`config.mk`:
```
export PLATFORM = sky130hd
export DESIGN_NAME = pmvb_vote_ch
export DESIGN_NICKNAME = d
export VERILOG_FILES = /design/src/rtl/pmvb_pkg.sv /design/src/rtl/pmvb_vote_ch.sv
export SDC_FILE = /design/constraint.sdc
export NUM_CORES = 1
export LEC_CHECK = 0
export CAP_MARGIN = 20
export CORE_MARGIN = 1
export CORE_UTILIZATION = 61
export DETAILED_ROUTE_END_ITERATION = 10
export DONT_BUFFER_PORTS = 1
export PLACE_DENSITY = 0.82
export SLEW_MARGIN = 5
export SYNTH_ARGS = -nofsm -noshare
export SYNTH_HDL_FRONTEND = slang
export SYNTH_SLANG_ARGS = --single-unit
export TNS_END_PERCENT = 30
```
`constraint.sdc`:
```
create_clock -name vclk -period 2.5
set_clock_uncertainty 0.2 [all_clocks]
set_input_delay 0.25 -clock vclk [all_inputs]
set_output_delay 0.25 -clock vclk [all_outputs]
set_load 0.02 [all_outputs]
```
`src/rtl/pmvb_pkg.sv`:
```
// Shared types and constants for the per-pixel majority-vote background estimator.
`default_nettype none

package pmvb_pkg;

	localparam int unsigned DEF_MAX_PIXELS = 1048576;
	localparam int unsigned DEF_VOTE_BITS  = 16;

	localparam int unsigned DIM_W   = 11;
	localparam int unsigned DIM_MAX = 1024;
	localparam int unsigned CHAN_W  = 8;
	localparam int unsigned NUM_CH  = 3;

	localparam logic [DIM_W-1:0] FRAME_WIDTH_RST  = 11'd640;
	localparam logic [DIM_W-1:0] FRAME_HEIGHT_RST = 11'd480;

	localparam int unsigned APB_ADDR_W = 3;
	localparam int unsigned APB_DATA_W = 32;

	typedef enum logic {
		REG_FRAME_WIDTH  = 1'b0,
		REG_FRAME_HEIGHT = 1'b1
	} reg_idx_t;

	typedef struct packed {
		logic [CHAN_W-1:0] red;
		logic [CHAN_W-1:0] green;
		logic [CHAN_W-1:0] blue;
		logic              first_frame;
	} pixel_t;

	typedef struct packed {
		logic [CHAN_W-1:0] bg_red;
		logic [CHAN_W-1:0] bg_green;
		logic [CHAN_W-1:0] bg_blue;
		logic              frame_end;
	} bg_t;

endpackage

`default_nettype wire

```
`src/rtl/pmvb_vote_ch.sv`:
```
// Majority-vote update of one color channel: candidate and saturating vote count.
`default_nettype none

module pmvb_vote_ch #(
	parameter int unsigned VOTE_BITS = pmvb_pkg::DEF_VOTE_BITS
) (
	input  wire logic [pmvb_pkg::CHAN_W-1:0] px,
	input  wire logic                        init,
	input  wire logic [pmvb_pkg::CHAN_W-1:0] old_bg,
	input  wire logic [VOTE_BITS-1:0]        old_vote,
	output logic      [pmvb_pkg::CHAN_W-1:0] new_bg,
	output logic      [VOTE_BITS-1:0]        new_vote
);
	always_comb begin
		new_bg   = old_bg;
		new_vote = old_vote;
		if (init) begin
			new_bg   = px;
			new_vote = VOTE_BITS'(1);
		end else if (px == old_bg) begin
			if (old_vote != '1) begin
				new_vote = old_vote + VOTE_BITS'(1);
			end
		end else if (old_vote == '0) begin
			new_bg   = px;
			new_vote = VOTE_BITS'(1);
		end else begin
			new_vote = old_vote - VOTE_BITS'(1);
		end
	end

endmodule

`default_nettype wire

```
== Yosys cells after proc, flatten, opt, wreduce, memory -nomap -nowiden ==
Cells that the tools add are included.

* Output and inout port bits: 24
* Flip-flop bits (word level): 0

* Mux-type cells: 7
* $add $sub $neg: 2
* Reductions and logical operators: 1
* Eq/ne operators: 2

{| class="wikitable"
|+ Operators with widths
! cell !! number
|-
| $mux W16 || 4
|-
| $mux W8 || 3
|-
| $add A16 B1 Y16 const B || 1
|-
| $logic_not A16 Y1 || 1
|-
| $ne A16 B16 Y1 const B || 1
|-
| $sub A16 B1 Y16 const B || 1
|-
| $eq A8 B8 Y1 || 1
|}

== Longest topological paths before layout ==
* Depth after elaboration: 4
* Gate-level depth with buffers: 8
* Depth with buffers taken out: 6

== Least setup slack after synthesis ==
No wires, ideal clock.

* Path kind: in2out
* Start: in old_vote[0]
* End: out new_vote[13]
* Arrival: 2.123 ns
* Data required time: 2.050 ns
* Path buffers: 1
* Slack: -0.073 ns
* Stages on the path: 6
* Path through: ha_1 > nand4_1 > or4_1 > clkbuf_1 > a31o_2 > a211oi_1

* Word-level cells in the longest chain between the ends: 4
* Elaborated cells between the ends (all ways): 8
* Classes of those cells: 2 x add/sub; 1 x eq/ne; 4 x mux; 1 x reduce/logical

{| class="wikitable"
|+ Ends and longest elaborated chain
! what !! line !! text
|-
| start, declared || pmvb_vote_ch.sv:10 || <nowiki>input wire logic [VOTE_BITS-1:0] old_vote,</nowiki>
|-
| $sub A16 B1 Y16, or another cell as far along || pmvb_vote_ch.sv:28 || <nowiki>new_vote = old_vote - VOTE_BITS'(1);</nowiki>
|-
| $mux W16 (on tied branches) || pmvb_vote_ch.sv:24, pmvb_vote_ch.sv:21 ||
|-
| $mux W16 (*) || pmvb_vote_ch.sv:20 || <nowiki>end else if (px == old_bg) begin</nowiki>
|-
| $mux W16 (*) || pmvb_vote_ch.sv:17 || <nowiki>if (init) begin</nowiki>
|-
| end, declared || pmvb_vote_ch.sv:12 || <nowiki>output logic [VOTE_BITS-1:0] new_vote</nowiki>
|}

Every way passes the cells marked *; elsewhere a longest branch is shown, timed or not.

== Worst setup path in the final report ==
Ends and elaborated chain as after synthesis.

==> metrics list <==
* Post_cts resized: 0
- Type of destination of the critical path: output pin
- Headroom to the max-slew limit came out at between 60% and 70%.
* Area enclosed by the die boundary: 2168 um^2
* Wire length reported by the detailed router: 3494 um
- Global routing used 32.43% of the available tracks.
- In this run the power density over the cells is 122.6 nW/um^2.
* Static Leak: 0.4155 nW
* Top-level port count: 57
- Across all layers, the routed design uses 1394 vias.
- First-pass DRT Iterations: 4
* Worst hold path startpoint: px[6]
* Busiest grt layer: met2
- Setup total negative slack on the finished layout was measured at 0 ps.
- Maximum number of pins on one net before global-route repair: 22
- Antenna violation net count after detailed routing: 0
- The design has 0 sequential cells.
- For the worst setup path, the data required time is between 2000 and 2500 ps.
- Synthesis warning total: 0
- Largest fanout of any net on the critical path: 9
- The via count of the first global-routing pass was around 1200.
- Synthesis produced approximately 170 cells.
- RSZ-0062 raised after global routing: no
- After detailed routing, the number of vias per cell comes to 7.223.
- Final worst path period share: 94.39%
- Sink of the worst hold path: new_bg[6]
- Nature of the critical path startpoint: input pin
- Maximum clock frequency: 0.4238 GHz
- After layout, the clock buffer instance count stands at 0.
- The run finished with clean final reports.
* Global Route met1 Usage: 41.38%
* Placer's final routability congestion estimate: 0.9631
* Number of DRC markers after the initial detailed-route iteration: 58
- Worst-case vdd ir drop: 0.08863 mV
- Hold Crit Class: input pin to output pin
- Standard-cell row count: 15
- Worst endpoint data arrival time: 1910 ps
* Post-Syn Nets: 204
- The post-route netlist has 23.21% of its cells at a drive strength greater than 1.
- For met3 alone, demand over resource in global routing was 3.922%.
- The floorplan step set the die height to 46.56 um.
- Wire per inst: 18.10 um
- For this run, design rule violations remaining after detail routing come to 0.
- Global routing finished with a remaining overflow of 0.
- The total count of hold-check failures in the final report was 0.
* N_diodes: 0
* Growth of design area from synthesis to finish: 4.649%
* Slew Viols, Final: 0
- At the end of the flow, the number of nets in the layout was 205.
- The floorplan step set the die width to 46.56 um.
- Number of cells on the worst hold path: 1
- Starting density of the core: 67.22%
- In this run the standard cell core region covers 1802 um^2.
* Synth Area per Inst: 7.167 um^2
- Worst slew pin tran: 492.9 ps
- Of the synthesized area, sequential elements account for 0%.
- Setup violations remaining at the end of the flow were counted as 0.
* Netlist cell types: 45
- HPWL reported at the end of detailed placement: 2782 um
- Number of maximum-capacitance constraint violations: 0
- Leaving out filler cells and counting taps, the final layout contains 193.
* Cts hold-fix bufs: 0
* Inst Count DP: 193
- Fraction of the core area covered by cells at the end of the flow: 70.35%
- After synthesis the cells add up to between 1000 and 1500 um^2.
* Post-CTS repair timing setup buffer count: 0
- The first global-routing pass estimated 5181 um of wire.
- Met2 Resource Use GR: 58.89%
- The initial antenna violation count came to 0.
- The critical path in this run is classified as input pin to output pin.
- Port buffering added 0 buffers.
* Time the worst path needs with I/O delays and setup: between 2000 and 2500 ps
- Across the whole layout, storage elements account for 0 um^2.
==> through the flow <==
stage / instance area (um^2) / setup WS, ps / hold slack [ps] / power [mW]
final: 1267 / 140.3 / 460.0 / 0.1554
after global routing: 1267 / 39.43 / 458.3 / 0.1666
after CTS: 1267 / 150.9 / 455.9 / 0.1552
after detailed placement: 1267 / 153.0 / 455.9 / 0.1548
after global placement: 1267 / 183.0 / 452.0 / 0.1524
after floorplan: 1216 / 18.50 / 459.4 / 0.1499
==> cells in the final DEF, fill, tap and decap left out, drive strengths merged, types with 3 or more instances in the layout <==
cell type,n
mux2i,7
nor4,7
nor3,20
xnor2,8
mux2,16
nand4,9
buf,13
a21oi,9
nand2,10
a211oi,6
nor2b,9
nand3,11
o21ai,3
inv,4
nor3b,5
nor2,8
==> worst max-delay path: stages <==
cell and delay (ps):
sky130_fd_sc_hd__ha_1 150, sky130_fd_sc_hd__nand4_1 180, sky130_fd_sc_hd__or4_1 650, sky130_fd_sc_hd__a31o_2 290, sky130_fd_sc_hd__a211oi_2 220, sky130_fd_sc_hd__buf_4 170
==> cell type report <==
class	instances	area, um^2
multi-input cells	151	1124
fillers	160	534.3
well taps	25	31.28
repair buffers	13	97.59
inverters	4	15.01
==> routing by layer <==
layer / vias up / wire length, um
met4: 0 / 19
li1: 646 / -
met3: 3 / 410
met1: 646 / 1375
met5: - / 0
met2: 99 / 1689
==> worst max path at each step <==
stage	from	to	slack (ps)	cells after the start
2_1_floorplan	old_vote[0]	new_vote[2]	20	7
3_3_place_gp	old_vote[4]	new_bg[0]	180	5
3_5_place_dp	old_vote[0]	new_vote[4]	150	6
4_1_cts	old_vote[0]	new_vote[4]	150	6
5_1_grt	old_vote[0]	new_vote[4]	40	6
6_report	old_vote[0]	new_vote[13]	140	6
==> report_power, final <==
group	switching (mW)	internal [mW]	leakage [nW]
combinational	0.0873	0.0682	0.416
sequential	0	0	0
clock	0	0	0
==> cell usage after synthesis (all sizes together) <==
cell type | number | share of area (%)
nor3 | 20 | 8.7
mux2 | 16 | 17
nand3 | 11 | 4.5
nand2 | 10 | 3.1
a21oi | 9 | 4.0
nand4 | 9 | 6.9
nor2b | 9 | 4.6
clkbuf | 8 | 2.6
nor2 | 8 | 2.5
xnor2 | 8 | 5.8
mux2i | 7 | 5.8
nor4 | 7 | 4.6
a211oi | 6 | 4.8
buf | 6 | 3.8
nor3b | 5 | 3.1
inv | 4 | 1.2
o21ai | 3 | 1.2
a2111oi | 2 | 1.4
and4 | 2 | 1.4
ha | 2 | 2.1
nand2b | 2 | 1.0
or4 | 2 | 1.2
xor2 | 2 | 1.4
a211o | 1 | 0.72
a31o | 1 | 0.72
a31oi | 1 | 0.52
a41o | 1 | 0.83
a41oi | 1 | 0.72
and3 | 1 | 0.52
o21ba | 1 | 0.83
o21bai | 1 | 0.62
o22ai | 1 | 0.52
or2 | 1 | 0.72
or3 | 1 | 0.52
==> kinds of logic after synthesis <==
kind of cell | synth area share, %
and+or+nand+nor | 43.60
AOI/OAI and AO/OA | 16.94
muxes | 22.52
buffers and inverters | 7.644
xor gates and xnor gates | 7.232
adders and majority gates | 2.066
Power figures use the tool's default switching activity.
