## src/rtl/pmvb_pos.sv

```systemverilog
// Raster position counter with end-of-frame detection.
`default_nettype none

module pmvb_pos #(
	parameter int unsigned PW = 20
) (
	input  wire logic          clk,
	input  wire logic          arst_n,
	input  wire logic          advance,
	input  wire logic [PW-1:0] last_idx,
	output logic      [PW-1:0] pos,
	output logic               last
);
	logic [PW-1:0] pos_q;

	assign pos  = pos_q;
	// ">=" so a geometry shrink mid-frame still wraps
	assign last = pos_q >= last_idx;

	always_ff @(posedge clk or negedge arst_n) begin
		if (!arst_n) begin
			pos_q <= '0;
		end else if (advance) begin
			pos_q <= last ? '0 : pos_q + PW'(1);
		end
	end

endmodule

`default_nettype wire

```

## config.mk

```make
export PLATFORM = sky130hd
export DESIGN_NAME = pmvb_pos
export DESIGN_NICKNAME = d
export VERILOG_FILES = /design/src/rtl/pmvb_pos.sv
export SDC_FILE = /design/constraint.sdc
export NUM_CORES = 1
export LEC_CHECK = 0
export ABC_AREA = 1
export BUFFER_PORTS_ARGS = -buffer_cell sky130_fd_sc_hd__clkbuf_2
export CORE_MARGIN = 8
export CORE_UTILIZATION = 48
export CTS_CLUSTER_SIZE = 8
export DETAILED_ROUTE_END_ITERATION = 8
export PLACE_DENSITY = 0.74
export REMOVE_ABC_BUFFERS = 1
export SLEW_MARGIN = 5
export SYNTH_ARGS = -nofsm -noshare
export SYNTH_HDL_FRONTEND = slang
export SYNTH_SLANG_ARGS = --single-unit
```

## constraint.sdc

```tcl
create_clock -name clk -period 1.8 [get_ports clk]
set_clock_uncertainty 0.15 [all_clocks]
set_input_delay 0.27 -clock clk [delete_from_list [all_inputs] [get_ports clk]]
set_output_delay 0.27 -clock clk [all_outputs]
set_load 0.01 [all_outputs]
```

# --- Word-level counts from Yosys, hierarchy flattened ---
# Cells that the tools add are included.
word_totals:
  regBits: 20
  latchBits: 0
  ram_bits: 0
  rom_bits: 0
  in_bits: 23
  output_inout_bits: 21
  elab_cells: 4
  mem_count: 0
classes:
  n_addsub: 1
  mul: 0
  n_div: 0
  n_lt_le_gt_ge: 1
  n_eq_ne: 0
  shift: 0
  muxes: 1
  n_bitwise: 0
  n_reduce_logical: 0
op_table:
  columns: ["op", "count"]
  rows:
  - ["$add A20 B1 Y20 const B", 1]
  - ["$ge A20 B20 Y1", 1]
  - ["$mux W20", 1]

# --- Longest topological paths before layout ---
# Gate-level depths: netlist of run 1.
depth:
  depth_word: 2
  ltp_mapped: 12
  mapped_depth_nobuf: 11

# --- Least setup slack after synthesis of run 1 ---
# Ideal clock, no wire load.
synth_path:
  kind: "register to output"
  startpoint: "register pos_q[19], in the netlist pos[19]"
  endpoint: "output port last"
  t_arrival_ns: 1.446
  t_required_ns: 1.380
  path_slack_ns: -0.066
  path_stages_with_launch: 9
  path_buffers: 1
  path_cell_list: "dfrtp_1 ha_1 nand2_1 nor2_1 nand2_1 nor2_1 nand2_1 nand4_1 buf_4"
synth_between:
  elab_chain_cells: 1
synth_rtl:
  columns: ["element", "line", "text"]
  rows:
  - ["start: declaration", "14", "logic [PW-1:0] pos_q;"]
  - ["start signal: assignment", "24", "pos_q <= last ? '0 : pos_q + PW'(1);"]
  - ["$ge A20 B20 Y1", "18", "assign last = pos_q >= last_idx;"]
  - ["end: declaration", "12", "output logic last"]
# No other way between the ends.

# --- Worst setup path after layout of run 1 ---
layout_path:
  startpoint: "register pos_q[6], in the netlist pos[6]"
  endpoint: "output port last"
# Same word-level chain as after synthesis.

==> results of run 1 <==
## how the worst min path moves through the flow
stage | from | to | slack (ns)
after floorplan | arst_n | pos[0] | -0.18
after global placement | arst_n | pos[4] | 0.11
after detailed placement | arst_n | pos[4] | 0.12
after CTS | advance | pos[19] | 0.18
after global routing | advance | pos[19] | 0.20
final | advance | pos[18] | 0.20
## cells in the final DEF, fill, tap and decap left out, types with 4 or more instances in the layout
cell	count
nor2_1	14
ha_1	14
buf_4	28
nand4_1	4
inv_1	38
nor2_4	5
ha_4	7
clkbuf_2	42
a21oi_1	6
nor2_2	6
xor2_1	10
nand3_1	8
dfrtp_1	20
a21oi_2	18
nand2_1	52
nand2_2	10
## area by class of cell
type	count	area share, %
flip-flops and latches	20	20.3
multi-input cells	171	49.8
inverters	41	6.23
clock buffers	3	0.912
repair buffers	76	20.4
well taps	46	2.33
## cell usage after synthesis, drive strengths merged
master  number  area share (%)
a21oi       25             8.1
o22ai        1            0.37
nand3        8             2.4
xor2        10             5.2
or2          1            0.37
and2         1            0.45
inv         41             9.1
clkbuf       2            0.45
buf          3             1.3
nand4        4             1.5
nand3b       1            0.45
o21ai        3            0.89
a21o         1            0.45
o21bai       1            0.45
nor3         3            0.89
dfrtp       20              30
nor2        25             6.6
nand2       64              15
xnor2        2             1.0
ha          21              16
## stage by stage
step	cells	hold slack, ns	setup WS (ns)	total power [mW]
floorplan	232	-0.176	-0.459	0.888
global placement	345	0.106	-0.143	1.17
detailed placement	345	0.116	-0.212	1.19
CTS	355	0.180	-0.337	1.52
global route	357	0.197	-0.542	1.70
finish	357	0.198	-0.461	1.59
## layer usage
| metal | vias to the layer above | wire, um |
|---|---|---|
| li1 | 892 | - |
| met1 | 788 | 1970 |
| met2 | 73 | 2530 |
| met3 | 15 | 323 |
| met4 | 0 | 109 |
| met5 | - | 0 |
## logic make-up after synthesis
family          after synthesis  synth area share, %
buf+inv                      46                 10.9
compound gates               31                 10.3
fa+ha+maj                    21                 15.6
xor+xnor                     12                 6.25
simple gates                107                 27.2
flops                        20                 29.7
## power by group
| part | switching, mW | leakage, nW | internal (mW) |
|---|---|---|---|
| Combinational | 0.448 | 1.02 | 0.374 |
| Clock | 0.139 | 0.0138 | 0.0781 |
| Sequential | 0.0417 | 0.271 | 0.508 |
| Total | 0.629 | 1.30 | 0.960 |
## timing repair
action | CTS | global route
hold endpoints to repair | 20 | 0
hold buffers | 1 | 0
gates resized for setup | 30 | 28
setup buffers | 6 | 2
gates cloned | 1 | 0
pin swaps | 14 | 15
endpoints found under the setup margin | 21 | 21
==> flow_summary.ini, run 1 <==
[layout]
utilization_after_layout_pct = 73.4
design.final.nets = 357
post_route_cells_drive_above_1_share_pct = 43.1
seq_area_um2 = 500
areaGrowthSynthToFinish_pct = 46.8
final_area_um2 = 2470
max_ffs_per_register = 20
antenna_cells = 0
fillCellCount = 280
multi_input_area_um2 = 1230

[sta]
timing.final.crit_share_pct = 126
period_needed_ns = 2.26
setup_tns_ns = -6.71
grt_setup_unrepaired = yes
layout_setup_ws_ns = -0.461
slew_headroom_pct = 66.2
finalHoldViolCount = 0
max_freq_mhz = 442
setup_viol = 21
timing_worst_slew_pin_value_ns = 0.507
slew_violations = 0

[setup_path]
startpoint = pos[6]
worst_path_most_repeated_cell = nand2_1
crit_path_cell_trace = ha_1 > nand2_2 > inv_2 > nand2_2 > nand2_1 > nand2_1 > nand2_1 > nand2_1 > nand4_1 > buf_2
regToRegStartpoint = pos[6]
cp.depth = 10
worstRegToRegCells = 13
critPathCapture = last
maximum_fanout_along_the_worst_path = 2
crit_path_top_delay_cell = dfrtp_1
startpoint_type = register
cp-end-kind = primary output
arr_time_crit_path_ns = 1.84
ff2ff_setup_slack_ns = -0.34
crit_type = reg2out
cpPeakStageDelay_ns = 0.41
critical_path_required_ns = 1.38
reg2reg_to = pos[18]
path_delay_family = simple AND/OR/NAND/NOR gates
cp_num_buf_inv = 2

[grt]
grt_util_met1_pct = 21.1
grt.overflow.total = 0
met3_usage_pct = 3.06
grt_start_max_net_pins = 21
grt_first_pass_wirelength_um = 7670
grt_antenna_before_repair = 0
met2_usage_pct = 29.7
gr-max-usage-layer = met2
grt_pass1_vias = 1767
overall_fraction_of_global_route_tracks_in_use_pct = 17.2

[routing]
avgRoutedWirePerCell_um = 13.8
dr_total_vias = 1768
first_iter_violations = 72
ant_nets = 0
vias_per_cell = 4.95
drc_errors = 0
pre_antenna_drt_iters = 4
drt_wl_total_um = 4930

[clock_network]
clk_pin_slew_ns = 0.12
tritoncts = built
cts-root-buf = clkbuf_4
htree_levels = 1
worst_case_clock_buffer_depth = 2
number_of_buffers_inserted_during_clock_tree_synthesis = 3
clock_sinks = 20
clock_insertion_delay_worst_skew_ns = 0.30

[outcome]
run_status = finished with violations
violated_checks = negative setup slack

[yosys]
netlist-cell-type-count = 26
post_synth_inst_count = 237
ys_warn_count = 0
synth.cell_area_um2 = 1680
postSynthRegisterBits = 20
synth_seq_area_share_pct = 29.7
syn_avg_cell_area_um2 = 7.10

[placed_design]
dpl-instance-area_um2 = 2110
gp_congestion = 0.877
detail_placement_hpwl_um = 3410
numPortBuffers = 43

[floorplan]
die_y_um = 75.2
rows = 21
floorplan.io_pins = 44
core_area_um2 = 3360
die_x_um = 75.2
die-area_um2 = 5660
floorplan.initialDensity_pct = 50.0

[flow_run]
drv_cap = 0

[power]
power_density_nw_per_um2 = 643
p_leak_nw = 1.30
peak_ir_drop_on_the_vdd_network_uv = 525

[worst_hold_path]
hp-class = in2reg
timing.hold.worst_path_depth = 2
Note: power is estimated with default switching activity, not from simulation.
==> run 2, diff against run 1 <==
BUFFER_PORTS_ARGS = default   (was -buffer_cell sky130_fd_sc_hd__clkbuf_2)
CORE_UTILIZATION = 52   (was 48)
DONT_BUFFER_PORTS = 1   (was default)
PLACE_DENSITY = 0.67   (was 0.74)
==> run 2 against run 1 <==
The run still ends with negative setup slack left. Sequential share of layout area grew 0.99 points. First-iteration DRC count down 17%. Total power down 1.3%. Setup slack better by 0.058 ns. Routed wire length decreased by 5.0%. Register-to-register slack improved by 0.05 ns. Critical path type unchanged. Critical endpoint unchanged.
==> flow_summary.ini, run 2 (synthesis results as in run 1) <==
[floorplan]
floorplan.io_pins = 44
rows = 20
die-area_um2 = 5310
core_area_um2 = 3080
die_y_um = 72.9
die_x_um = 72.9
floorplan.initialDensity_pct = 54.7

[setup_path]
startpoint_type = register
worstRegToRegCells = 11
regToRegStartpoint = pos[17]
critical_path_required_ns = 1.38
crit_path_cell_trace = ha_4 > nand2_1 > nor2_4 > nand2_2 > nor2_2 > nand2_1 > nand4_1 > buf_12
ff2ff_setup_slack_ns = -0.29
cpPeakStageDelay_ns = 0.43
cp_num_buf_inv = 1
cp-end-kind = primary output
crit_path_top_delay_cell = dfrtp_1
reg2reg_to = pos[7]
crit_type = reg2out
arr_time_crit_path_ns = 1.78
maximum_fanout_along_the_worst_path = 5
worst_path_most_repeated_cell = nand2_1
path_delay_family = simple AND/OR/NAND/NOR gates

[outcome]
run_status = finished with violations
violated_checks = negative setup slack

[grt]
grt_pass1_vias = 1780
grt_antenna_before_repair = 0
grt_first_pass_wirelength_um = 7840
overall_fraction_of_global_route_tracks_in_use_pct = 18.4
grt.overflow.total = 0
grt_start_max_net_pins = 21

[routing]
pre_antenna_drt_iters = 4
ant_nets = 0
avgRoutedWirePerCell_um = 14.6
first_iter_violations = 60
drt_wl_total_um = 4690
vias_per_cell = 5.15
drc_errors = 0
dr_total_vias = 1647

[layout]
areaGrowthSynthToFinish_pct = 39.9
max_ffs_per_register = 20
utilization_after_layout_pct = 76.5
antenna_cells = 0
multi_input_area_um2 = 1250
layout.cells.most_common = nand2_1
layout.cells.non_filler = 320
post_route_cells_drive_above_1_share_pct = 31.2
final_area_um2 = 2350
seq_area_um2 = 500
fillCellCount = 242
most-common-layout-cells = nand2_1 (57), inv_1 (40), buf_4 (29), dfrtp_1 (20), nor2_1 (15)
design.final.nets = 322

[sta]
grt_setup_unrepaired = yes
max_freq_mhz = 454
period_needed_ns = 2.20
timing_worst_slew_pin_value_ns = 1.14
finalHoldViolCount = 0
layout_setup_ws_ns = -0.402
slew_violations = 0
timing.final.crit_share_pct = 122
slew_headroom_pct = 24.0
setup_viol = 20

[clock_network]
clock_insertion_delay_worst_skew_ns = 0.30
htree_levels = 1
worst_case_clock_buffer_depth = 2
clock_sinks = 20
clk_pin_slew_ns = 0.12
cts-root-buf = clkbuf_4
tritoncts = built
number_of_buffers_inserted_during_clock_tree_synthesis = 3

[placed_design]
detail_placement_hpwl_um = 3250
numPortBuffers = 0
dpl-instance-area_um2 = 1900
place_worst_setup_slack_ns = -0.244
dp_cells = 300
gp_congestion = 0.843

[power]
p_leak_nw = 1.15
p_total_mw = 1.57
peak_ir_drop_on_the_vdd_network_uv = 673
power_density_nw_per_um2 = 666

[worst_hold_path]
whs_endpoint = pos[2]
hp-start = advance
hp-class = in2reg
timing.hold.worst_path_depth = 3

[flow_run]
drv_cap = 0
run 2: how the worst max path moves through the flow:
stage	from	to	slack, ns	depth (start not counted)
floorplan	pos[7]	pos[0]	-0.46	10
global placement	pos[19]	pos[17]	-0.18	9
detailed placement	pos[19]	pos[14]	-0.24	9
CTS	pos[15]	last	-0.40	8
global route	pos[19]	last	-0.49	8
finish	pos[17]	last	-0.40	8
run 2: where the power goes:
| group | leakage (nW) | internal [mW] | total, mW | switching (mW) |
|---|---|---|---|---|
| registers | 0.271 | 0.508 | 0.555 | 0.0476 |
| logic | 0.863 | 0.378 | 0.793 | 0.415 |
| clock network | 0.0138 | 0.0780 | 0.220 | 0.142 |
| total | 1.15 | 0.964 | 1.57 | 0.605 |
run 2: layer usage:
layer	up-vias	share of wire [%]	track usage, %
li1	827	-	-
met1	761	41	21.9
met2	51	52	31.8
met3	8	5.7	3.02
met4	0	1.5	7.56
met5	-	0	0
run 2: what timing repair did:
action                                  in CTS  in global routing
hold endpoints to repair                    40                  0
setup buffers                                6                  6
pin swaps                                   11                 11
resized for setup                           35                 14
endpoints found under the setup margin      21                 21
hold buffers                                 6                  0
cloned                                       2                  0
run 2: layout make-up:
type                            count  share of cell area [%]
Clock buffer                        3                   0.956
Inverter                           41                    6.54
Multi-Input combinational cell    171                    53.0
Sequential cell                    20                    21.3
Tap cell                           44                    2.34
Timing Repair Buffer               41                    15.9
run 2: through the flow:
step / hold WS [ns] / setup TNS, ns
global placement: -0.175 / -2.90
finish: 0.0955 / -4.50
detailed placement: -0.175 / -4.02
CTS: 0.0961 / -4.58
floorplan: -0.176 / -8.17
global route: 0.103 / -6.21
run 2: tightest hold or removal path: cells and delay by family:
| family | cells | cell delay, ns |
|---|---|---|
| AO/OA/AOI/OAI | 2 | 0.14 |
| AND/OR/NAND/NOR | 1 | 0.11 |
