--- src/rtl/pmvb_pkg.sv ---
// Shared types and constants for the per-pixel majority-vote background estimator.
`default_nettype none

package pmvb_pkg;

	localparam int unsigned DEF_MAX_PIXELS = 1048576;
	localparam int unsigned DEF_VOTE_BITS  = 16;

	localparam int unsigned DIM_W   = 11;
	localparam int unsigned DIM_MAX = 1024;
	localparam int unsigned CHAN_W  = 8;
	localparam int unsigned NUM_CH  = 3;

	localparam logic [DIM_W-1:0] FRAME_WIDTH_RST  = 11'd640;
	localparam logic [DIM_W-1:0] FRAME_HEIGHT_RST = 11'd480;

	localparam int unsigned APB_ADDR_W = 3;
	localparam int unsigned APB_DATA_W = 32;

	typedef enum logic {
		REG_FRAME_WIDTH  = 1'b0,
		REG_FRAME_HEIGHT = 1'b1
	} reg_idx_t;

	typedef struct packed {
		logic [CHAN_W-1:0] red;
		logic [CHAN_W-1:0] green;
		logic [CHAN_W-1:0] blue;
		logic              first_frame;
	} pixel_t;

	typedef struct packed {
		logic [CHAN_W-1:0] bg_red;
		logic [CHAN_W-1:0] bg_green;
		logic [CHAN_W-1:0] bg_blue;
		logic              frame_end;
	} bg_t;

endpackage

`default_nettype wire

--- src/rtl/pmvb_cfg_regs.sv ---
// APB frame geometry registers and the derived index of the last pixel in a frame.
`default_nettype none

module pmvb_cfg_regs #(
	parameter int unsigned MAX_PIXELS = pmvb_pkg::DEF_MAX_PIXELS,
	parameter int unsigned PW         = 20
) (
	input  wire logic                            clk,
	input  wire logic                            arst_n,
	input  wire logic                            psel,
	input  wire logic                            penable,
	input  wire logic                            pwrite,
	input  wire logic [pmvb_pkg::APB_ADDR_W-1:0] paddr,
	input  wire logic [pmvb_pkg::APB_DATA_W-1:0] pwdata,
	output logic      [pmvb_pkg::APB_DATA_W-1:0] prdata,
	output logic                                 pready,
	output logic      [PW-1:0]                   last_idx
);
	import pmvb_pkg::*;

	logic [DIM_W-1:0] width_q;
	logic [DIM_W-1:0] height_q;
	logic [DIM_W-1:0] width_c;
	logic [DIM_W-1:0] height_c;
	logic [2*DIM_W-1:0] prod;
	logic [31:0]        total;
	logic               wr_en;
	reg_idx_t           idx;

	function automatic logic [DIM_W-1:0] clamp_dim(input logic [DIM_W-1:0] v);
		logic [DIM_W-1:0] r;
		if (v == '0) begin
			r = DIM_W'(1);
		end else if (32'(v) > DIM_MAX) begin
			r = DIM_W'(DIM_MAX);
		end else begin
			r = v;
		end
		return r;
	endfunction

	assign pready = 1'b1;
	assign idx    = reg_idx_t'(paddr[2]);
	assign wr_en  = psel && penable && pwrite && pready;

	always_ff @(posedge clk or negedge arst_n) begin
		if (!arst_n) begin
			width_q  <= FRAME_WIDTH_RST;
			height_q <= FRAME_HEIGHT_RST;
		end else if (wr_en) begin
			case (idx)
				REG_FRAME_WIDTH:  width_q  <= pwdata[DIM_W-1:0];
				REG_FRAME_HEIGHT: height_q <= pwdata[DIM_W-1:0];
				default:          ;
			endcase
		end
	end

	always_comb begin
		case (idx)
			REG_FRAME_WIDTH:  prdata = APB_DATA_W'(width_q);
			REG_FRAME_HEIGHT: prdata = APB_DATA_W'(height_q);
			default:          prdata = '0;
		endcase
	end

	// pixels per frame, capped at the store depth; never zero
	always_comb begin
		width_c  = clamp_dim(width_q);
		height_c = clamp_dim(height_q);
		prod     = (2*DIM_W)'(width_c) * (2*DIM_W)'(height_c);
		total    = (32'(prod) > 32'(MAX_PIXELS)) ? 32'(MAX_PIXELS) : 32'(prod);
		last_idx = PW'(total - 32'd1);
	end

endmodule

`default_nettype wire

--- config.mk ---
export PLATFORM = sky130hd
export DESIGN_NAME = pmvb_cfg_regs
export DESIGN_NICKNAME = d
export VERILOG_FILES = /design/src/rtl/pmvb_pkg.sv /design/src/rtl/pmvb_cfg_regs.sv
export SDC_FILE = /design/constraint.sdc
export NUM_CORES = 1
export LEC_CHECK = 0
export BUFFER_PORTS_ARGS = -buffer_cell sky130_fd_sc_hd__buf_4
export CELL_PAD_IN_SITES_DETAIL_PLACEMENT = 1
export CELL_PAD_IN_SITES_GLOBAL_PLACEMENT = 1
export CORE_ASPECT_RATIO = 0.8
export CORE_MARGIN = 1
export CORE_UTILIZATION = 35
export DETAILED_ROUTE_END_ITERATION = 8
export PLACE_DENSITY = 0.69
export SYNTH_ARGS = -nofsm -noshare
export SYNTH_HDL_FRONTEND = slang
export SYNTH_SLANG_ARGS = --single-unit
--- constraint.sdc ---
create_clock -name clk -period 16.8 [get_ports clk]
set_input_delay 3.36 -clock clk [delete_from_list [all_inputs] [get_ports clk]]
set_output_delay 3.36 -clock clk [all_outputs]
set_load 0.02 [all_outputs]
Word level (Yosys, flattened, before mapping)
Cells that the tools add are included.

cells by class
  bitwise logic cells = 1
  $lt $le $gt $ge = 3
  multiplexer cells = 6
  add/subtract/negate cells = 1
  $mul = 1
  reduce and logical (&&, ||, !) cells = 6

operator list
  operator                                              number
  one-hot mux 32 bit (2 select lines)                   1
  2-to-1 mux 11 bit                                     4
  > comparator 11 bit, second input constant            2
  > comparator 22 x 21 -> 1 bit, second input constant  1
  zero test 11 bit                                      2
  multiplier 11 x 11 -> 22 bit                          1
  2-to-1 mux 20 bit                                     1
  subtractor 20 x 1 -> 20 bit, second input constant    1
  AND reduction 2 bit                                   2
  logical AND 1 bit                                     2
  inverter 1 bit                                        1

storage, ports and cells
  bits in registers = 22
  output and inout port bits = 53
  input bits = 40
  word-level logic and storage cells = 20

Longest topological paths before layout
Gate-level depths: netlist of the first run.

  word-level depth = 7
  depth in mapped cells = 31
  depth with buffers taken out = 27

Least setup slack after synthesis of the first run
Ideal clock, no wire load.

  path type = reg2out
  from = register width_q[10]
  to = output port last_idx[16]
  setup slack = 5846 ps
  buffers on the path = 6
  arrival = 7594 ps
  cell stages (with the launch flop) = 31
  data required time = 13440 ps
  cell sequence = dfrtp_1 > buf_4 > nor4_1 > a32oi_1 > clkbuf_1 > nand2b_1 > fa_1 > fa_1 > inv_1 > fa_1 > fa_1 > inv_1 > fa_1 > inv_1 > ha_1 > clkbuf_1 > a21oi_1 > o21ai_0 > a22o_1 > o31a_1 > o2111a_1 > a211oi_1 > buf_2 > nor2_1 > buf_2 > nand2_1 > ha_1 > clkbuf_1 > nand2_1 > or3_1 > o211ai_1

on the way
  cells in the longest elaborated chain, start to end = 7
  elaborated cells between the ends (all ways) = 8
  those cells by class = 1 x add/sub; 1 x mul; 2 x order compare; 3 x mux; 1 x reduce/logical

ends and longest elaborated chain
  element                           RTL line             text
  start, declared                   pmvb_cfg_regs.sv:21  logic [DIM_W-1:0] width_q;
  start signal, assigned            pmvb_cfg_regs.sv:52  REG_FRAME_WIDTH: width_q <= pwdata[DIM_W-1:0];
  > comparator 11 bit               pmvb_cfg_regs.sv:34  end else if (32'(v) > DIM_MAX) begin
  2-to-1 mux 11 bit                 pmvb_cfg_regs.sv:34
  2-to-1 mux 11 bit (*)             pmvb_cfg_regs.sv:32  if (v == '0) begin
  multiplier 11 x 11 -> 22 bit (*)  pmvb_cfg_regs.sv:71  prod = (2*DIM_W)'(width_c) * (2*DIM_W)'(height_c);
  > comparator 22 x 21 -> 1 bit     pmvb_cfg_regs.sv:72  total = (32'(prod) > 32'(MAX_PIXELS)) ? 32'(MAX_PIXELS) : 32'(prod);
  2-to-1 mux 20 bit (*)             pmvb_cfg_regs.sv:72
  subtractor 20 x 1 -> 20 bit (*)   pmvb_cfg_regs.sv:73  last_idx = PW'(total - 32'd1);
  end, declared                     pmvb_cfg_regs.sv:17  output logic [PW-1:0] last_idx

Every way passes the cells marked *; elsewhere a longest branch is shown, timed or not.

Final worst setup path of the first run
  from = register width_q[10]
  to = output port last_idx[14]

Same word-level chain as after synthesis.

==> results of run 1 <==
## kinds of logic (layout without fill, tap and decap cells)
family | Yosys count | after routing | synth area share, %
mux | 34 | 34 | 6.30
buf+inv | 152 | 156 | 11.0
fa+ha+maj | 141 | 141 | 39.0
other cells | 2 | 22 | 0.124
compound gates | 81 | 81 | 10.1
flops | 22 | 22 | 9.21
simple gates | 271 | 271 | 20.8
xor+xnor | 23 | 23 | 3.45
## metal layers
layer / GRT usage [%] / up-vias / wire (µm)
met4: 1.28 / 0 / 59
met1: 27.1 / 2615 / 7590
met2: 29.0 / 106 / 7450
met5: 0 / - / 0
met3: 3.50 / 7 / 909
li1: - / 2375 / -
## worst max-delay path by stage
stage,startpoint,endpoint,slack (ns),depth (start not counted)
2_1_floorplan,width_q[10],last_idx[16],5.85,30
3_3_place_gp,width_q[10],last_idx[14],4.12,27
3_5_place_dp,width_q[10],last_idx[14],3.98,27
4_1_cts,width_q[10],last_idx[14],3.65,27
5_1_grt,width_q[10],last_idx[14],3.01,27
6_report,width_q[10],last_idx[14],3.65,27
## flip-flops by register name, summed over array words and instances, names as in the netlist
signal / flops
height_q: 11
width_q: 11
## stage by stage
stage	instance area (µm²)	worst slack, ns	std cells
2_1_floorplan	6130	5.85	746
4_1_cts	6600	3.65	970
6_report	6600	3.65	970
3_3_place_gp	6500	4.12	966
3_5_place_dp	6500	3.98	966
5_1_grt	6600	3.01	970
## Yosys cell counts (5+ instances only)
cell                       count
sky130_fd_sc_hd__nor2b_1      20
sky130_fd_sc_hd__xor2_1       10
sky130_fd_sc_hd__o211ai_1      5
sky130_fd_sc_hd__buf_2         6
sky130_fd_sc_hd__xnor2_1      12
sky130_fd_sc_hd__fa_1         80
sky130_fd_sc_hd__nand3_1      14
sky130_fd_sc_hd__dfstp_2       6
sky130_fd_sc_hd__o21ai_0      13
sky130_fd_sc_hd__ha_1         61
sky130_fd_sc_hd__inv_1       101
sky130_fd_sc_hd__nor2_1       98
sky130_fd_sc_hd__dfrtp_1      16
sky130_fd_sc_hd__nor4_1        8
sky130_fd_sc_hd__nand2_1      90
sky130_fd_sc_hd__a21oi_1      12
sky130_fd_sc_hd__mux2_2       33
sky130_fd_sc_hd__nand4_1       7
sky130_fd_sc_hd__buf_4        23
sky130_fd_sc_hd__clkbuf_1     18
## area by class of cell
| class | count | area share, % |
|---|---|---|
| Inverter | 103 | 5.85 |
| Timing Repair Buffer | 49 | 5.57 |
| Clock inverter | 1 | 0.455 |
| Clock buffer | 3 | 1.14 |
| Sequential cell | 22 | 8.45 |
| Tap cell | 220 | 4.17 |
| Multi-Input combinational cell | 572 | 74.4 |
## power by group
| group | switching (mW) | total, mW | internal (mW) |
|---|---|---|---|
| Clock | 0.0203 | 0.0676 | 0.0474 |
| Combinational | 0.704 | 1.14 | 0.440 |
| Sequential | 0.0221 | 0.0892 | 0.0671 |
## worst max-delay path, stage by stage (launching register included)
cell,delay (ns)
sky130_fd_sc_hd__dfrtp_1,0.75
sky130_fd_sc_hd__inv_2,0.31
sky130_fd_sc_hd__a32oi_1,0.87
sky130_fd_sc_hd__nand2b_1,0.24
sky130_fd_sc_hd__fa_1,0.44
sky130_fd_sc_hd__fa_1,0.55
sky130_fd_sc_hd__inv_1,0.05
sky130_fd_sc_hd__fa_1,0.44
sky130_fd_sc_hd__fa_1,0.52
sky130_fd_sc_hd__inv_1,0.05
sky130_fd_sc_hd__fa_1,0.52
sky130_fd_sc_hd__inv_1,0.04
sky130_fd_sc_hd__ha_1,0.42
sky130_fd_sc_hd__a21oi_1,0.36
sky130_fd_sc_hd__o211ai_1,0.20
sky130_fd_sc_hd__o21ai_2,0.33
sky130_fd_sc_hd__xor2_2,0.29
sky130_fd_sc_hd__o211ai_1,0.22
sky130_fd_sc_hd__nor4_4,0.42
sky130_fd_sc_hd__a41oi_4,0.27
sky130_fd_sc_hd__nor2_1,0.68
sky130_fd_sc_hd__nand2_1,0.17
sky130_fd_sc_hd__ha_1,0.37
sky130_fd_sc_hd__and2_1,0.24
sky130_fd_sc_hd__and3_1,0.21
sky130_fd_sc_hd__o41a_1,0.31
sky130_fd_sc_hd__nand3_1,0.09
sky130_fd_sc_hd__buf_4,0.14
==> run summary, run 1 <==
The total wire length after detailed routing is between 15000 and 20000 µm. Using the TritonRoute via totals, the vias-per-cell ratio works out to approximately 5.3. The static power due to leakage came out at roughly 3.3 nW. Setup repair after global routing left no endpoint under its margin. The horizontal extent of the die is between 100 and 150 µm. The main flop type after synthesis is sky130_fd_sc_hd__dfrtp_1.

The shortest period the worst path allows came out at 13.15 ns. The H-tree depth came out at 1. The clock sink count is 22.

The fraction of synthesized cell area taken by the top area cell type came out at around a quarter. TritonCTS built the clock tree. The max-capacitance violation count came out at 0. The sum of internal, switching and leakage power came out at 1.30 mW. The cell depth of the worst min-delay path is 1. The number of synthesized register bits is 22. The area occupied by registers came out at 558 µm². The overall overflow remaining after global route is 0. The tightest min-delay check is of the flip-flop to flip-flop type.

The proportion of layout cells with a drive suffix above 1 is about 15%. The worst endpoint data arrival time is 9.79 ns. The worst hold path terminates at height_q[0]. Compared with the post-synthesis result, the final layout area differs by 9.00%. In the global route stage, overall resource usage came out at between 10% and 20%. TritonCTS created 3 clock buffers. The area of the core came out at ~17000 µm². The logic depth of the worst register-to-register path is 1. The transition time at the pin with the least slew margin is 1.09 ns. The number of antenna violations at the first check in global routing was 0. The endpoint of the worst-slack reg-to-reg timing path is width_q[10]. The final hold violation count is 0. The CTS clock-pin slew for the worst setup and hold paths came out at approximately 0.060 ns. The critical path capture point type is an output port. The insertion delay to the later sink of the worst-skew pair came out at around 0.26 ns. The number of slew-limit violations in the final report is 0. The detail-routed net length per standard cell is approximately 17 µm.

The post-synthesis cell type count came out at 73. For flop-to-flop paths, the worst setup slack is about 16 ns. The detail route stage leaves a number of antenna-violating nets equal to 0. The hold buffer count at cts came out at 0. The number of I/O pins came out at 93. The number of failing setup endpoints in the final timing report came out at 0. The total standard cell area after synthesis is a little over 6000 µm². The tree is rooted in a sky130_fd_sc_hd__clkbuf_16.

Leaving out fill and tap cells, the most frequent cell in the layout is sky130_fd_sc_hd__inv_1. The max-slew headroom at the worst pin came out at 27.2%. The upper clock frequency limit is 76.1 MHz. Counting flops with an async set or reset pin after synthesis yields a share of between 90% and 100%. Routability-driven placement finished with a final weighted congestion of between 0.9 and 1. The run finished with clean final reports. The remaining routing DRC violations is 0. The number of fill cells in the layout is 2000.

Sorting the synthesized cells by area gives the leading types as sky130_fd_sc_hd__fa_1, sky130_fd_sc_hd__ha_1, sky130_fd_sc_hd__dfrtp_1. The floorplan die area is around 18000 µm². The critical path is of the flip-flop to output port type. The clock passes through at most 2 buffers. Once the clock tree was built, the setup fixing pass inserted 0 buffers. The fraction of the core area covered by cells at the end of the flow came out at between 30 and 40%. The final cycle utilization of the critical path came out at a little under 80%. The number of violations reported at the end of detailed-routing iteration 0 is about 170.

sky130_fd_sc_hd__fa_1 takes more of the synthesized area than any other cell. The per-instance average area after synthesis came out at between 8 and 9 µm². VDD sags by at most roughly 0.00011 V. The summed negative setup slack over all endpoints is 0 ns. The total number of nets in the final design came out at 932. The pin count of the biggest net entering global routing came out at 23. The footprint of the multi-input gates came out at approximately 5000 µm². The via count of the first global-routing pass is 5228. The number of cells produced by synthesis is between 700 and 800.

In this run the critical register-to-register path is launched from width_q[10]. The library cells used most frequently in the layout, excluding fill and tap cells, are sky130_fd_sc_hd__inv_1, sky130_fd_sc_hd__nor2_1, sky130_fd_sc_hd__nand2_1. The count of buffers added on input and output ports is 47. The final-layout worst hold slack came out at approximately 0.55 ns. Yosys printed 0 warnings.

The critical-path maximum fanout is 18. The initial standard-cell utilization of the core came out at ~36%. The synthesized design contains 0 enable-type register cells. The worst clock skew is 0 ns. The number of placement rows came out at 42. The half-perimeter wire length of the detailed placement result is between 10000 and 15000 µm. The number of antenna diodes is 0. The data required time at the worst endpoint came out at ~13 ns. The worst setup path is launched from a flip-flop. The number of detailed-routing iterations run before antenna repair came out at 4. The quantity of gates resized following cts is 0. The first global-routing pass estimated 26500 µm of wire.

The startpoint of the most critical hold path is height_q[0]. Sequential elements use between 9 and 10% of the synthesized area. In this run the vertical extent of the chip is around 120 µm. The final route contains 5103 vias. The power density of the placed cells came out at between 150 and 200 nW/µm².
No activity file was read; power rests on OpenSTA's default activity.
==> inputs of run 2 (changes only) <==
--- a/config.mk
+++ b/config.mk
@@ -5,6 +5,7 @@
 export SDC_FILE = /design/constraint.sdc
 export NUM_CORES = 1
 export LEC_CHECK = 0
+export ABC_AREA = 1
 export BUFFER_PORTS_ARGS = -buffer_cell sky130_fd_sc_hd__buf_4
 export CELL_PAD_IN_SITES_DETAIL_PLACEMENT = 1
 export CELL_PAD_IN_SITES_GLOBAL_PLACEMENT = 1
@@ -12,7 +13,7 @@
 export CORE_MARGIN = 1
 export CORE_UTILIZATION = 35
 export DETAILED_ROUTE_END_ITERATION = 8
-export PLACE_DENSITY = 0.69
+export PLACE_DENSITY = 0.71
 export SYNTH_ARGS = -nofsm -noshare
 export SYNTH_HDL_FRONTEND = slang
 export SYNTH_SLANG_ARGS = --single-unit
==> constraint.sdc (replaced) <==
create_clock -name clk -period 12.19 [get_ports clk]
set_input_delay 2.438 -clock clk [delete_from_list [all_inputs] [get_ports clk]]
set_output_delay 2.438 -clock clk [all_outputs]
set_load 0.02 [all_outputs]
==> run 2 against run 1 <==
  * Final cell count grew 26%
  * Area after synthesis grew 5.8%
  * Clock power grew 5.3%
  * Wire length grew 7.3%
  * Non-clock buffer count shrank 1
  * First-iteration DRC count grew 73%
  * Combinational power grew 12%
  * Power grew 12%
  * Clock-buffer cell count grew 1
  * Sequential power grew 18%
  * Critical path type unchanged
  * Highest routed layer unchanged
==> run summary, run 2 <==
The critical path launch point type is a flip-flop. The worst path setup slack after routing is about 1.6 ns. The number of antenna violations at the first check in global routing came out at 0. Before antenna repair, the detailed router went through 5 iterations. The data required time at the worst endpoint came out at a little under 10 ns. The cell taking the most area after synthesis is sky130_fd_sc_hd__fa_1. The total of warnings raised by yosys is 0. At the end of routability-driven placement, the weighted congestion stood at about 0.87. In the final design database the tool counted 1177 nets.

In the layout the commonest cells are sky130_fd_sc_hd__nand2_1, sky130_fd_sc_hd__inv_1, sky130_fd_sc_hd__nor2_1. The number of antenna diodes in the final layout is 0. The total overflow left after global routing is 0. The worst-path cell with the longest stage delay is sky130_fd_sc_hd__fa_1. From left edge to right edge, the die measures ~150 µm. The final-layout worst hold slack came out at ~0.5 ns. During I/O placement, the number of pins put on the boundary was slightly above 90. The critical path capture point type is an output port.

The quantity of gates resized following cts is 0. The H-tree depth is 1. The largest registers in the layout are height_q x11, width_q x11.

In the post-synthesis netlist, the biggest area contributors are sky130_fd_sc_hd__fa_1, sky130_fd_sc_hd__nand2_1, sky130_fd_sc_hd__inv_1. The post-synthesis cell type count came out at 42. The transition time at the pin with the least slew margin is between 0.8 and 0.9 ns. The initial utilization of the core area, before any placement, comes to 36.3%. Setup repair after global routing left no endpoint under its margin.

The fraction of synthesized cell area taken by the top area cell type came out at ~25%. The insertion delay to the later sink of the worst-skew pair came out at ~0.25 ns. At the placement stage, the worst setup path has a slack of between 1.5 and 2 ns. The area of the core is roughly 18000 µm². In the routed design, unresolved DRC markers number 0. In the synthesized netlist, the cells that appear most often are sky130_fd_sc_hd__nand2_1, sky130_fd_sc_hd__inv_1, sky130_fd_sc_hd__nor2_1. The number of placement rows came out at 43. The proportion of layout cells with a drive suffix above 1 came out at under 10%. Summing all non-filler instances in the final layout gives an area of roughly 7000 µm². The number of synthesized register bits came out at 22.

The tree is rooted in a sky130_fd_sc_hd__clkbuf_16. The TritonCTS clock tree is built. The number of violations reported at the end of detailed-routing iteration 0 is approximately 300. The number of fill cells in the layout came out at between 2000 and 2500.

The fraction of the core area covered by cells at the end of the flow came out at between 30% and 40%. The detail-routed net length per standard cell is about 14 µm. The final hold violation count is 0.

The main flop type after synthesis is sky130_fd_sc_hd__dfrtp_1. The number of routed nets with antenna violations came out at 0. The floorplan die area is between 15000 and 20000 µm². In this run the tightest slew margin relative to its limit is between 40% and 50%. The hold buffer count at cts is 0. The global-route wire length before repair is ~30000 µm. The CTS clock-pin slew for the worst setup and hold paths is roughly 0.06 ns.

The power density of the placed cells came out at roughly 210 nW/µm². The vias after detailed routing is a little under 6000. The share of flip-flops with an asynchronous set or reset came out at 100%. The upper clock frequency limit is between 90 and 100 MHz. The via density per instance came out at 4.79. After layout, the minimum clock period comes to about 11 ns. Averaged over all synthesized cells, the footprint is approximately 6.7 µm². The worst clock skew came out at 0 ns. The area growth from synthesis to final layout came out at 8.86%. The via count of the first global-routing pass is 5918.

The half-perimeter wire length of the detailed placement result is ~15000 µm. The portion of the post-synthesis area used by sequential elements came out at around 8.7%. Across the VDD grid, the largest voltage drop is 0.0000923 V. The number of cells produced by synthesis is 957.

The number of slew-limit violations in the final report came to 0. The final critical path takes up approximately 87% of the cycle. The worst endpoint data arrival time is 8.17 ns. The dominant cell by count in the synthesized netlist is sky130_fd_sc_hd__nand2_1. The summed negative setup slack over all endpoints is 0 ns. The run finished with clean final reports. The maximum buffer depth of the clock tree came out at 2.

The pin count of the biggest net entering global routing is 25. The total of buffers placed on input and output ports came out at between 40 and 50. The worst hold path belongs to the class flip-flop to flip-flop. For this run, the slowest stage of the critical path takes 0.54 ns. The total wire length after detailed routing came out at between 15000 and 20000 µm. The number of failing setup endpoints in the final timing report is 0.

The global-route total usage across every layer came out at 19.8%. The number of cells in the design after placement came out at around 1200. The setup path with the least slack is of type flip-flop to output port. The max-capacitance violation count is 0.

The commonest non-fill, non-tap cell in the layout is sky130_fd_sc_hd__nand2_1. The static power due to leakage is 3.99 nW. The number of setup buffers added after CTS is 0. The vertical extent of the die is about 120 µm. The register-to-register setup slack is between 10 and 15 ns. The total clock buffers created by CTS is 3. The clock sink count is 22.

The total standard cell area after synthesis came out at ~6400 µm². The sum of internal, switching and leakage power is 1.46 mW. The number of enable flip-flop cells after synthesis came out at 0. Summing all placed instances gives a cell area of 6900 µm². The number of cells in the finished layout apart from fillers came out at roughly 1200. Along the worst path, the maximum fanout reaches 16.
[run 2: cell count changes after synthesis, moves of 6 or more]
cell,previous run,this run
sky130_fd_sc_hd__nor2_1,98,128
sky130_fd_sc_hd__clkbuf_1,18,7
sky130_fd_sc_hd__nor2b_1,20,0
sky130_fd_sc_hd__inv_1,101,217
sky130_fd_sc_hd__nand2_2,0,13
sky130_fd_sc_hd__nand3_1,14,29
sky130_fd_sc_hd__mux2_2,33,0
sky130_fd_sc_hd__o21ai_0,13,39
sky130_fd_sc_hd__xnor2_1,12,6
sky130_fd_sc_hd__nand2_1,90,258
sky130_fd_sc_hd__nor4_1,8,0
[run 2: path summary, 6_finish.rpt]
path | cells past startpoint | end | start
max in group asynchronous | 1 | height_q[7] | arst_n
max reg2reg | 2 | width_q[10] | width_q[10]
min reg2reg | 2 | width_q[7] | width_q[7]
max | 35 | last_idx[10] | width_q[5]
min | 2 | width_q[7] | width_q[7]
min in group asynchronous | 1 | height_q[4] | arst_n
[run 2: cell type report]
class	instances	area (µm²)	area share, %
clock buffers	4	78.8	1.13
flip-flops and latches	22	558	8.00
well taps	225	282	4.03
inverters	220	826	11.8
repair buffers	48	360	5.16
multi-input cells	701	4870	69.8
[run 2: cell families (layout without fill, tap and decap cells)]
group | after synthesis | count (layout) | share of synthesized area, %
simple gates | 461 | 461 | 30.0
buf+inv | 254 | 272 | 16.4
fa+ha+maj | 141 | 141 | 36.9
xor+xnor | 15 | 15 | 2.05
flops | 22 | 22 | 8.70
compound gates | 62 | 62 | 5.82
other cells | 2 | 22 | 0.117
[run 2: power breakdown]
part | leakage [nW] | switching [mW] | internal [mW]
logic | 3.69 | 0.825 | 0.455
registers | 0.264 | 0.0156 | 0.0896
clock network | 0.0382 | 0.0266 | 0.0446
total | 3.99 | 0.867 | 0.589
[run 2: layer usage]
metal | share of wire (%) | routed length [µm] | GRT usage (%) | vias up
met1 | 54 | 9280 | 31.0 | 2863
met4 | 0.099 | 17 | 0.758 | 0
met3 | 3.7 | 628 | 1.33 | 2
li1 | - | - | - | 2884
met2 | 42 | 7260 | 31.2 | 95
met5 | 0 | 0 | 0 | -
[run 2: worst max-delay path, delay by kind of cell (launching register included)]
family / cells / cell delay [ns]
simple gates: 19 / 3.09
fa+ha+maj: 7 / 3.22
flops: 1 / 0.40
buf+inv: 7 / 0.83
compound gates: 1 / 0.18
xor+xnor: 1 / 0.14
